[config.mk]
export PLATFORM = sky130hd
export DESIGN_NAME = fix_message_validator
export DESIGN_NICKNAME = d
export VERILOG_FILES = /design/src/rtl/fixv_pkg.sv /design/src/rtl/fixv_parse.sv /design/src/rtl/fix_message_validator.sv
export SDC_FILE = /design/constraint.sdc
export NUM_CORES = 1
export LEC_CHECK = 0
export BUFFER_PORTS_ARGS = -buffer_cell sky130_fd_sc_hd__buf_2
export CORE_MARGIN = 10
export CORE_UTILIZATION = 56
export DETAILED_ROUTE_END_ITERATION = 10
export GPL_TIMING_DRIVEN = 0
export HOLD_SLACK_MARGIN = 0.12
export PLACE_DENSITY = 0.78
export SETUP_SLACK_MARGIN = 0.02
export SYNTH_ARGS = -nofsm -noshare
export SYNTH_HDL_FRONTEND = slang
export SYNTH_HIERARCHICAL = 1
export SYNTH_SLANG_ARGS = --single-unit
[constraint.sdc]
create_clock -name clock -period 4.8 [get_ports clock]
set_input_delay 0.24 -clock clock [delete_from_list [all_inputs] [get_ports clock]]
set_output_delay 0.24 -clock clock [all_outputs]
set_load 0.01 [all_outputs]
[src/rtl/fixv_pkg.sv]
// ----------------------------------------------------------------------------
// fixv_pkg
// Shared types and constants for the tag=value message validator.
// ----------------------------------------------------------------------------
package fixv_pkg;

   localparam int unsigned DEFAULT_MAX_BODY_BYTES = 65535;

   // Characters that steer the parser
   localparam logic [7:0] CHAR_SOH   = 8'h01;
   localparam logic [7:0] CHAR_EQ    = 8'h3D;
   localparam logic [7:0] CHAR_ZERO  = 8'h30;
   localparam logic [7:0] CHAR_NINE  = 8'h39;

   // Byte sum of the text "10=", taken back out when tag 10 is recognized
   localparam logic [7:0] TAG10_BYTES_SUM = 8'd158;

   localparam logic [9:0] TAG_BAD   = 10'd1023;
   localparam logic [9:0] TAG_LEN   = 10'd9;
   localparam logic [9:0] TAG_SUM   = 10'd10;
   localparam logic [9:0] SUM_CHARS = 10'd3;

   localparam int unsigned VERSION_BYTES = 8;

   // Configuration register indexes
   localparam logic CSR_VERSION_CHARS  = 1'b0;
   localparam logic CSR_VERSION_LENGTH = 1'b1;

   typedef enum logic [2:0] {
      PH_BEGIN_TAG,
      PH_BEGIN_VALUE,
      PH_TAG,
      PH_OTHER_VALUE,
      PH_LEN_VALUE,
      PH_SUM_VALUE,
      PH_DONE
   } phase_type;

   typedef struct packed {
      logic stop;    // digit run of the current value has ended
      logic tag10;   // tag 10 found, byte sum frozen
      logic body;    // body bytes are being counted
      logic tag9;    // tag 9 found
   } flags_type;

   typedef struct packed {
      logic       message_valid;
      logic       version_ok;
      logic       length_ok;
      logic       checksum_ok;
      logic [7:0] computed_checksum;
   } verdict_type;

endpackage

[src/rtl/fixv_parse.sv]
// ----------------------------------------------------------------------------
// fixv_parse
// Byte parser: tracks tags, version text, body length and byte sum, and
// forms the verdict for the byte that closes a message.
// ----------------------------------------------------------------------------
module fixv_parse
   import fixv_pkg::*;
#(
   parameter int unsigned MAX_BODY_BYTES = DEFAULT_MAX_BODY_BYTES
) (
   input  logic        clock,
   input  logic        reset,
   input  logic        step,
   input  logic [7:0]  data_byte,
   input  logic        final_byte,
   input  logic [63:0] version_chars,
   input  logic [3:0]  version_length,
   output verdict_type verdict
);

   localparam int unsigned LEN_W = $clog2(MAX_BODY_BYTES + 5);
   localparam int unsigned PW    = LEN_W + 4;
   localparam logic [PW-1:0]    LEN_LIMIT  = PW'(MAX_BODY_BYTES);
   localparam logic [LEN_W-1:0] LEN_MAX    = LEN_W'(MAX_BODY_BYTES);
   localparam logic [LEN_W-1:0] LEN_OVER   = LEN_W'(MAX_BODY_BYTES + 1);
   localparam logic [LEN_W-1:0] CNT_SAT    = LEN_W'(MAX_BODY_BYTES + 4);
   localparam logic [LEN_W-1:0] CNT_SUB_OK = LEN_W'(MAX_BODY_BYTES + 3);
   localparam logic [LEN_W-1:0] CNT_THREE  = LEN_W'(3);

   phase_type          phase_ff, phase_in, phase_nx;
   logic [7:0]         sum_ff, sum_in, sum_nx, sum_a;
   logic [9:0]         tag_ff, tag_in, tag_nx;
   logic [3:0]         vidx_ff, vidx_in, vidx_nx;
   logic               vmatch_ff, vmatch_in, vmatch_nx;
   logic [LEN_W-1:0]   dlen_ff, dlen_in, dlen_nx;
   logic [LEN_W-1:0]   bcnt_ff, bcnt_in, bcnt_nx, bcnt_a;
   logic [9:0]         dsum_ff, dsum_in, dsum_nx;
   flags_type          flags_ff, flags_in, flags_nx;

   logic               is_soh, is_eq, is_dig, frozen;
   logic               tag_eq, tag9_hit, tag10_hit, run_digit;
   logic [3:0]         digit;
   logic [7:0]         vsel;
   logic [13:0]        tag_mac, dsum_mac;
   logic [PW-1:0]      dlen_mac;
   logic               have10, v_ok, l_ok, c_ok;

   assign is_soh    = (data_byte == CHAR_SOH);
   assign is_eq     = (data_byte == CHAR_EQ);
   assign is_dig    = (data_byte >= CHAR_ZERO) && (data_byte <= CHAR_NINE);
   assign digit     = data_byte[3:0];
   assign frozen    = flags_ff.tag10;
   assign run_digit = is_dig && !flags_ff.stop;

   assign tag_eq    = (phase_ff == PH_TAG) && is_eq;
   assign tag9_hit  = tag_eq && (tag_ff == TAG_LEN) && !flags_ff.tag9 && !flags_ff.tag10;
   assign tag10_hit = tag_eq && (tag_ff == TAG_SUM) && !frozen;

   assign vsel = version_chars[{vidx_ff[2:0], 3'b000} +: 8];

   // value = value * 10 + digit, as shifts and adds
   assign tag_mac  = ({4'b0, tag_ff} << 3) + ({4'b0, tag_ff} << 1) + {10'b0, digit};
   assign dsum_mac = ({4'b0, dsum_ff} << 3) + ({4'b0, dsum_ff} << 1) + {10'b0, digit};
   assign dlen_mac = ({4'b0, dlen_ff} << 3) + ({4'b0, dlen_ff} << 1)
                     + {{(PW-4){1'b0}}, digit};

   // next phase
   always_comb begin
      phase_nx = phase_ff;
      unique case (phase_ff)
         PH_BEGIN_TAG: begin
            if (is_eq) phase_nx = PH_BEGIN_VALUE;
            else if (is_soh) phase_nx = PH_TAG;
         end
         PH_BEGIN_VALUE: begin
            if (is_soh) phase_nx = PH_TAG;
         end
         PH_TAG: begin
            if (is_eq) begin
               if (tag9_hit) phase_nx = PH_LEN_VALUE;
               else if (tag10_hit) phase_nx = PH_SUM_VALUE;
               else phase_nx = PH_OTHER_VALUE;
            end
         end
         PH_OTHER_VALUE, PH_LEN_VALUE: begin
            if (is_soh) phase_nx = PH_TAG;
         end
         PH_SUM_VALUE: begin
            if (is_soh || (tag_ff + 10'd1 >= SUM_CHARS)) phase_nx = PH_DONE;
         end
         PH_DONE: phase_nx = PH_DONE;
         default: phase_nx = PH_BEGIN_TAG;
      endcase
   end

   // datapath next values
   always_comb begin
      tag_nx    = tag_ff;
      vidx_nx   = vidx_ff;
      vmatch_nx = vmatch_ff;
      dlen_nx   = dlen_ff;
      dsum_nx   = dsum_ff;
      flags_nx  = flags_ff;

      sum_a  = frozen ? sum_ff : sum_ff + data_byte;
      bcnt_a = bcnt_ff;
      if (!frozen && flags_ff.body && (bcnt_ff < CNT_SAT)) bcnt_a = bcnt_ff + 1'b1;
      sum_nx  = sum_a;
      bcnt_nx = bcnt_a;

      case (phase_ff)
         PH_BEGIN_TAG: begin
            if (!is_eq && is_soh) begin
               vmatch_nx = 1'b0;
               tag_nx    = '0;
            end
         end
         PH_BEGIN_VALUE: begin
            if (is_soh) begin
               vmatch_nx = vmatch_ff && (vidx_ff == version_length)
                           && (version_length <= 4'(VERSION_BYTES));
               tag_nx = '0;
            end else if (vidx_ff < 4'(VERSION_BYTES)) begin
               if (vsel != data_byte) vmatch_nx = 1'b0;
               vidx_nx = vidx_ff + 1'b1;
            end else begin
               vmatch_nx = 1'b0;
            end
         end
         PH_TAG: begin
            if (is_soh) begin
               tag_nx = '0;
            end else if (is_eq) begin
               if (tag9_hit) begin
                  flags_nx.tag9 = 1'b1;
                  flags_nx.stop = 1'b0;
                  dlen_nx       = '0;
               end else if (tag10_hit) begin
                  flags_nx.tag10 = 1'b1;
                  flags_nx.stop  = 1'b0;
                  sum_nx         = sum_a - TAG10_BYTES_SUM;
                  if (flags_ff.body && (bcnt_a <= CNT_SUB_OK)) bcnt_nx = bcnt_a - CNT_THREE;
                  dsum_nx = '0;
                  tag_nx  = '0;
               end
            end else if (is_dig && (tag_ff != TAG_BAD)
                         && !((tag_ff == '0) && (digit == 4'd0))) begin
               tag_nx = (tag_mac > 14'(TAG_BAD)) ? TAG_BAD : tag_mac[9:0];
            end else begin
               tag_nx = TAG_BAD;
            end
         end
         PH_OTHER_VALUE: begin
            if (is_soh) tag_nx = '0;
         end
         PH_LEN_VALUE: begin
            if (is_soh) begin
               flags_nx.body = 1'b1;
               tag_nx        = '0;
            end else if (run_digit) begin
               dlen_nx = (dlen_mac > LEN_LIMIT) ? LEN_OVER : dlen_mac[LEN_W-1:0];
            end else begin
               flags_nx.stop = 1'b1;
            end
         end
         PH_SUM_VALUE: begin
            if (!is_soh) begin
               if (run_digit) dsum_nx = dsum_mac[9:0];
               else flags_nx.stop = 1'b1;
               tag_nx = tag_ff + 10'd1;
            end
         end
         default: ;
      endcase
   end

   // a final word returns the parser to the start of a message
   always_comb begin
      if (final_byte) begin
         phase_in  = PH_BEGIN_TAG;
         sum_in    = '0;
         tag_in    = '0;
         vidx_in   = '0;
         vmatch_in = 1'b1;
         dlen_in   = '0;
         bcnt_in   = '0;
         dsum_in   = '0;
         flags_in  = '0;
      end else begin
         phase_in  = phase_nx;
         sum_in    = sum_nx;
         tag_in    = tag_nx;
         vidx_in   = vidx_nx;
         vmatch_in = vmatch_nx;
         dlen_in   = dlen_nx;
         bcnt_in   = bcnt_nx;
         dsum_in   = dsum_nx;
         flags_in  = flags_nx;
      end
   end

   always_ff @(posedge clock) begin
      if (reset) begin
         phase_ff  <= PH_BEGIN_TAG;
         sum_ff    <= '0;
         tag_ff    <= '0;
         vidx_ff   <= '0;
         vmatch_ff <= 1'b1;
         dlen_ff   <= '0;
         bcnt_ff   <= '0;
         dsum_ff   <= '0;
         flags_ff  <= '0;
      end else if (step) begin
         phase_ff  <= phase_in;
         sum_ff    <= sum_in;
         tag_ff    <= tag_in;
         vidx_ff   <= vidx_in;
         vmatch_ff <= vmatch_in;
         dlen_ff   <= dlen_in;
         bcnt_ff   <= bcnt_in;
         dsum_ff   <= dsum_in;
         flags_ff  <= flags_in;
      end
   end

   assign have10 = flags_nx.tag10;
   assign v_ok   = (phase_nx != PH_BEGIN_TAG) && (phase_nx != PH_BEGIN_VALUE) && vmatch_nx;
   assign l_ok   = have10 && flags_nx.body && (dlen_nx <= LEN_MAX) && (dlen_nx == bcnt_nx);
   assign c_ok   = have10 && (dsum_nx == {2'b00, sum_nx});

   assign verdict.message_valid     = v_ok && l_ok && c_ok;
   assign verdict.version_ok        = v_ok;
   assign verdict.length_ok         = l_ok;
   assign verdict.checksum_ok       = c_ok;
   assign verdict.computed_checksum = have10 ? sum_nx : 8'h00;

endmodule

[src/rtl/fix_message_validator.sv]
// ----------------------------------------------------------------------------
// fix_message_validator
// Checks version, body length and checksum of a tag=value message fed one
// byte per word, and returns one verdict word per message.
// ----------------------------------------------------------------------------
//  channel  | direction | handshake             | payload
//  req_     | in        | req_valid / req_ready | data_byte, final_byte
//  rsp_     | out       | rsp_valid / rsp_ready | verdict flags, computed checksum
//  csr_     | in        | csr_valid / csr_ready | csr_index, csr_data
//
// One byte per cycle unless a final byte stalls. A byte sits in the input register,
// where the parser consumes it; the verdict of a final byte appears in the result
// register on the next cycle. Only a final byte waits on a full, stalled
// result register; other bytes keep flowing. Reset clears the parser, the
// handshake registers and both configuration registers. csr_ready is always high.
module fix_message_validator
   import fixv_pkg::*;
#(
   parameter int unsigned MAX_BODY_BYTES = DEFAULT_MAX_BODY_BYTES
) (
   input  logic        clock,
   input  logic        reset,

   input  logic        req_valid,
   output logic        req_ready,
   input  logic [7:0]  req_data_byte,
   input  logic        req_final_byte,

   output logic        rsp_valid,
   input  logic        rsp_ready,
   output logic        rsp_message_valid,
   output logic        rsp_version_ok,
   output logic        rsp_length_ok,
   output logic        rsp_checksum_ok,
   output logic [7:0]  rsp_computed_checksum,

   input  logic        csr_valid,
   output logic        csr_ready,
   input  logic        csr_index,
   input  logic [63:0] csr_data
);

   logic        in_valid_ff;
   logic [7:0]  in_byte_ff;
   logic        in_final_ff;
   logic        rsp_valid_ff;
   verdict_type rsp_ff;
   logic [63:0] version_chars_ff;
   logic [3:0]  version_length_ff;

   logic        req_fire, advance;
   verdict_type verdict;

   assign req_fire  = req_valid && req_ready;
   // a buffered byte moves on unless it is a final byte facing a stalled result
   assign advance   = in_valid_ff && (!in_final_ff || !rsp_valid_ff || rsp_ready);
   assign req_ready = !in_valid_ff || advance;
   assign csr_ready = 1'b1;

   always_ff @(posedge clock) begin
      if (reset) begin
         in_valid_ff <= 1'b0;
      end else if (req_fire) begin
         in_valid_ff <= 1'b1;
      end else if (advance) begin
         in_valid_ff <= 1'b0;
      end
   end

   always_ff @(posedge clock) begin
      if (req_fire) begin
         in_byte_ff  <= req_data_byte;
         in_final_ff <= req_final_byte;
      end
   end

   fixv_parse #(
      .MAX_BODY_BYTES(MAX_BODY_BYTES)
   ) u_parse (
      .clock          (clock),
      .reset          (reset),
      .step           (advance),
      .data_byte      (in_byte_ff),
      .final_byte     (in_final_ff),
      .version_chars  (version_chars_ff),
      .version_length (version_length_ff),
      .verdict        (verdict)
   );

   always_ff @(posedge clock) begin
      if (reset) begin
         rsp_valid_ff <= 1'b0;
      end else if (advance && in_final_ff) begin
         rsp_valid_ff <= 1'b1;
      end else if (rsp_ready) begin
         rsp_valid_ff <= 1'b0;
      end
   end

   always_ff @(posedge clock) begin
      if (advance && in_final_ff) begin
         rsp_ff <= verdict;
      end
   end

   always_ff @(posedge clock) begin
      if (reset) begin
         version_chars_ff  <= '0;
         version_length_ff <= '0;
      end else if (csr_valid && csr_ready) begin
         unique case (csr_index)
            CSR_VERSION_CHARS:  version_chars_ff  <= csr_data;
            CSR_VERSION_LENGTH: version_length_ff <= csr_data[3:0];
            default: ;
         endcase
      end
   end

   assign rsp_valid             = rsp_valid_ff;
   assign rsp_message_valid     = rsp_ff.message_valid;
   assign rsp_version_ok        = rsp_ff.version_ok;
   assign rsp_length_ok         = rsp_ff.length_ok;
   assign rsp_checksum_ok       = rsp_ff.checksum_ok;
   assign rsp_computed_checksum = rsp_ff.computed_checksum;

endmodule

==> reports/metrics.csv <==
stage,metric,value,unit
outcome,run status,finished clean,
synthesis,YS warnings,6,
placement,I/O Buffers,91,
synthesis,async set-reset flop share out of synthesis,0,%
synthesis,syn avg cell area,8.20,um^2
global_route,Total Routing Usage GR,28.2,%
synthesis,post-synthesis net count,1634,
layout,final core utilization,70.5,%
global_route,initial antenna violation count,1,
synthesis,"flops & latches, synth",165,
drt,WL met1,15.8,mm
run,MaxCap Viol Count,0,
global_route,grt ovf,0,
worst_setup_path,CP Class,reg2reg,
global_route,vias in the first global route,12500,
clocking,CTS buffer count,17,
synthesis,sequential-to-total area share from yosys stat,29.3,%
synthesis,"Top FF cell, synth",dfxtp_1,
placement,Placement Setup Slack,-1.17,ns
drt,final WL,41.1,mm
worst_setup_path,worst path required time,5.11,ns
synthesis,"top cells by area, synth","dfxtp_1 (24%), ha_1 (8.6%), nand2_1 (6.3%)",
clocking,clk slew on worst S/H paths,0.08,ns
floorplan,core area,21100,um^2
drt,vias per cell,6.35,
global_route,first-pass GRT wire length,65.0,mm
clocking,TritonCTS clock tree,done,
drt,DRT Pass-1 Iters,6,
worst_setup_path,crit path max fanout,9,
global_route,largest net degree at the start of global routing,22,
placement,DP Cell Count,1831,
worst_setup_path,startpoint types,flip-flop,
placement,GPL Wtd Cong,0.996,
drt,mean routed wirelength per cell,20.9,um
drt,Antenna Nets Post-Route,0,
min_path,worst hold-check path type,in2reg,
power_and_ir_drop,peak supply drop,224,uV
floorplan,Top Ports,94,
timing,PnR worst setup slack,0.0556,ns
floorplan,Die Ht,166,um
layout,most frequent cells in the layout,"nand2_1 (198), nor2_1 (154), dfxtp_1 (133), a21oi_1 (126), buf_2 (92)",
timing,part of the cycle the worst path needs,98.8,%
worst_setup_path,"Data arrival, critical path",5.05,ns
synthesis,Yosys top cell by area,dfxtp_1,
synthesis,Post-synth EDFFs,21,
timing,setup TNS,0,ns
clocking,root buffer cell,clkbuf_16,
drt,routed wl met2,19.4,mm
synthesis,Post-Syn Instances,1465,
placement,HPWL after detailed placement,27.6,mm
drt,via count,12500,
synthesis,synthesized area,12000,um^2
clocking,Clock Path Buffers,2,
timing,Max Slew Vio Count,0,
floorplan,Die ar.,27700,um^2
synthesis,top cell type's share of synthesized area,24.0,%
timing,Worst-Margin Slew,1.33,ns
drt,drt drc,0,
layout,Final nets,1843,
timing,min Tclk post-route,4.74,ns
timing,"Hold Violations, Final",0,
drt,initial DRC count,1492,
drt,DR top layer,met4,
clocking,"Clk Latency, worst-skew pair",0.44,ns
layout,Synth-to-Final Area Change,23.8,%
floorplan,number of core rows,53,
power_and_ir_drop,power per cell area,220,nW/um^2
drt,routed wl met3,3.79,mm
layout,share of cells above drive strength 1,17.3,%
floorplan,Initial Util,56.9,%
worst_setup_path,CP endpoint kind,flip-flop,
power_and_ir_drop,Leak,5.84,nW
synthesis,Synth cell types,86,
power_and_ir_drop,Design Power,3.27,mW
timing,Finish-stage setup viols,0,
floorplan,Die X-Extent,166,um
layout,"non-filler cells, final",1964,
clocking,H-tree Lvls,4,
timing,clock skew,0.0142,ns
timing,Max Clk Rate,211,MHz
timing,Slew headroom,11.2,%
layout,"most common cell after layout, fill and taps aside",nand2_1,
clocking,Sink Count,165,
[final timing paths]
check | cells after the start | slack (ns) | startpoint | endpoint
max reg2reg | 15 | 0.06 | u_parse/dlen_ff[14] | rsp_message_valid
min reg2reg | 2 | 0.46 | version_chars_ff[3] | version_chars_ff[3]
min | 4 | 0.15 | rsp_ready | rsp_valid
max | 15 | 0.06 | u_parse/dlen_ff[14] | rsp_message_valid
[power breakdown]
part	total, mW	internal (mW)	switching [mW]
Combinational	0.340	0.149	0.191
Clock	1.47	0.729	0.743
Sequential	1.46	1.43	0.0295
Total	3.27	2.31	0.964
[registers in the layout (all words and copies together), names as in the netlist]
signal and flops:
rsp_checksum_ok 1, version_length_ff 4, rsp_message_valid 1, in_byte_ff 8
u_parse/dsum_ff 10, u_parse/vmatch_ff 1, in_final_ff 1, version_chars_ff 64
u_parse/phase_ff 3, rsp_valid 1, rsp_length_ok 1, in_valid_ff 1
rsp_version_ok 1, u_parse/tag_ff 10, u_parse/vidx_ff 4, u_parse/flags_ff 3
u_parse/sum_ff 8, u_parse/dlen_ff 17, rsp_computed_checksum 8, u_parse/frozen 1
u_parse/bcnt_ff 17
[cell families after synthesis]
| group | after synthesis | synth area share, % |
|---|---|---|
| simple gates | 585 | 24.2 |
| compound gates | 356 | 19.1 |
| flops | 165 | 29.3 |
| buf+inv | 124 | 4.81 |
| xor+xnor | 104 | 7.76 |
| fa+ha+maj | 90 | 9.81 |
| mux | 40 | 5.07 |
| other cells | 1 | 0.0312 |
[critical path, stage by stage, from the launching register on]
cell and delay, ns:
dfxtp_1 0.48, ha_1 0.29, ha_2 0.41, o21ai_0 0.17, o211a_1 0.24, a2111oi_1 0.40, o211ai_1 0.19, a311o_2 0.42
buf_4 0.17, nor4_2 0.24, nor4_1 0.08, nor4_1 0.43, and4b_1 0.30, o2111ai_2 0.16, nor4_4 0.42, and3_1 0.22
[metal layers]
layer	up-vias	GRT usage (%)
met2	730	46.7
met4	0	15.3
met1	5854	33.2
met3	180	6.45
met5	-	0
li1	5716	-
[cell usage after synthesis, drive strengths merged, types with 14 or more instances]
library cell and count:
nand2 200, nor2 157, dfxtp 144, a21oi 128, ha 83, xnor2 66
clkbuf 56, a22oi 55, o21ai 51, inv 40, nand3 38, xor2 37
nor3 35, nor4 32, buf 28, edfxtp 21, mux2i 20, nor2b 18
a211oi 16, mux4 16, a31oi 14, nand2b 14
[layout make-up]
cell class,instances,area [um^2]
Antenna cell,2,5.00
Inverter,40,150
Multi-Input combinational cell,1176,8340
Timing Repair Buffer,197,1440
Clock inverter,15,209
Sequential cell,165,3530
Buffer,77,417
Fill cell,1584,6230
Tap cell,275,344
Clock buffer,17,425
[repair_timing]
| action | CTS | global route |
|---|---|---|
| setup endpoints to repair | 2 | 3 |
| pin swaps | 11 | 28 |
| setup buffers | 16 | 13 |
| hold buffers | 77 | 0 |
| hold endpoints to repair | 78 | 0 |
| resized for setup | 34 | 59 |
[metrics by stage]
stage               area, um^2  hold WS (ns)
global placement         12800         0.417
global route             14900         0.186
floorplan                12000         0.339
finish                   14900         0.150
detailed placement       12800         0.418
CTS                      14500         0.140
Note: power is estimated with default switching activity, not from simulation.
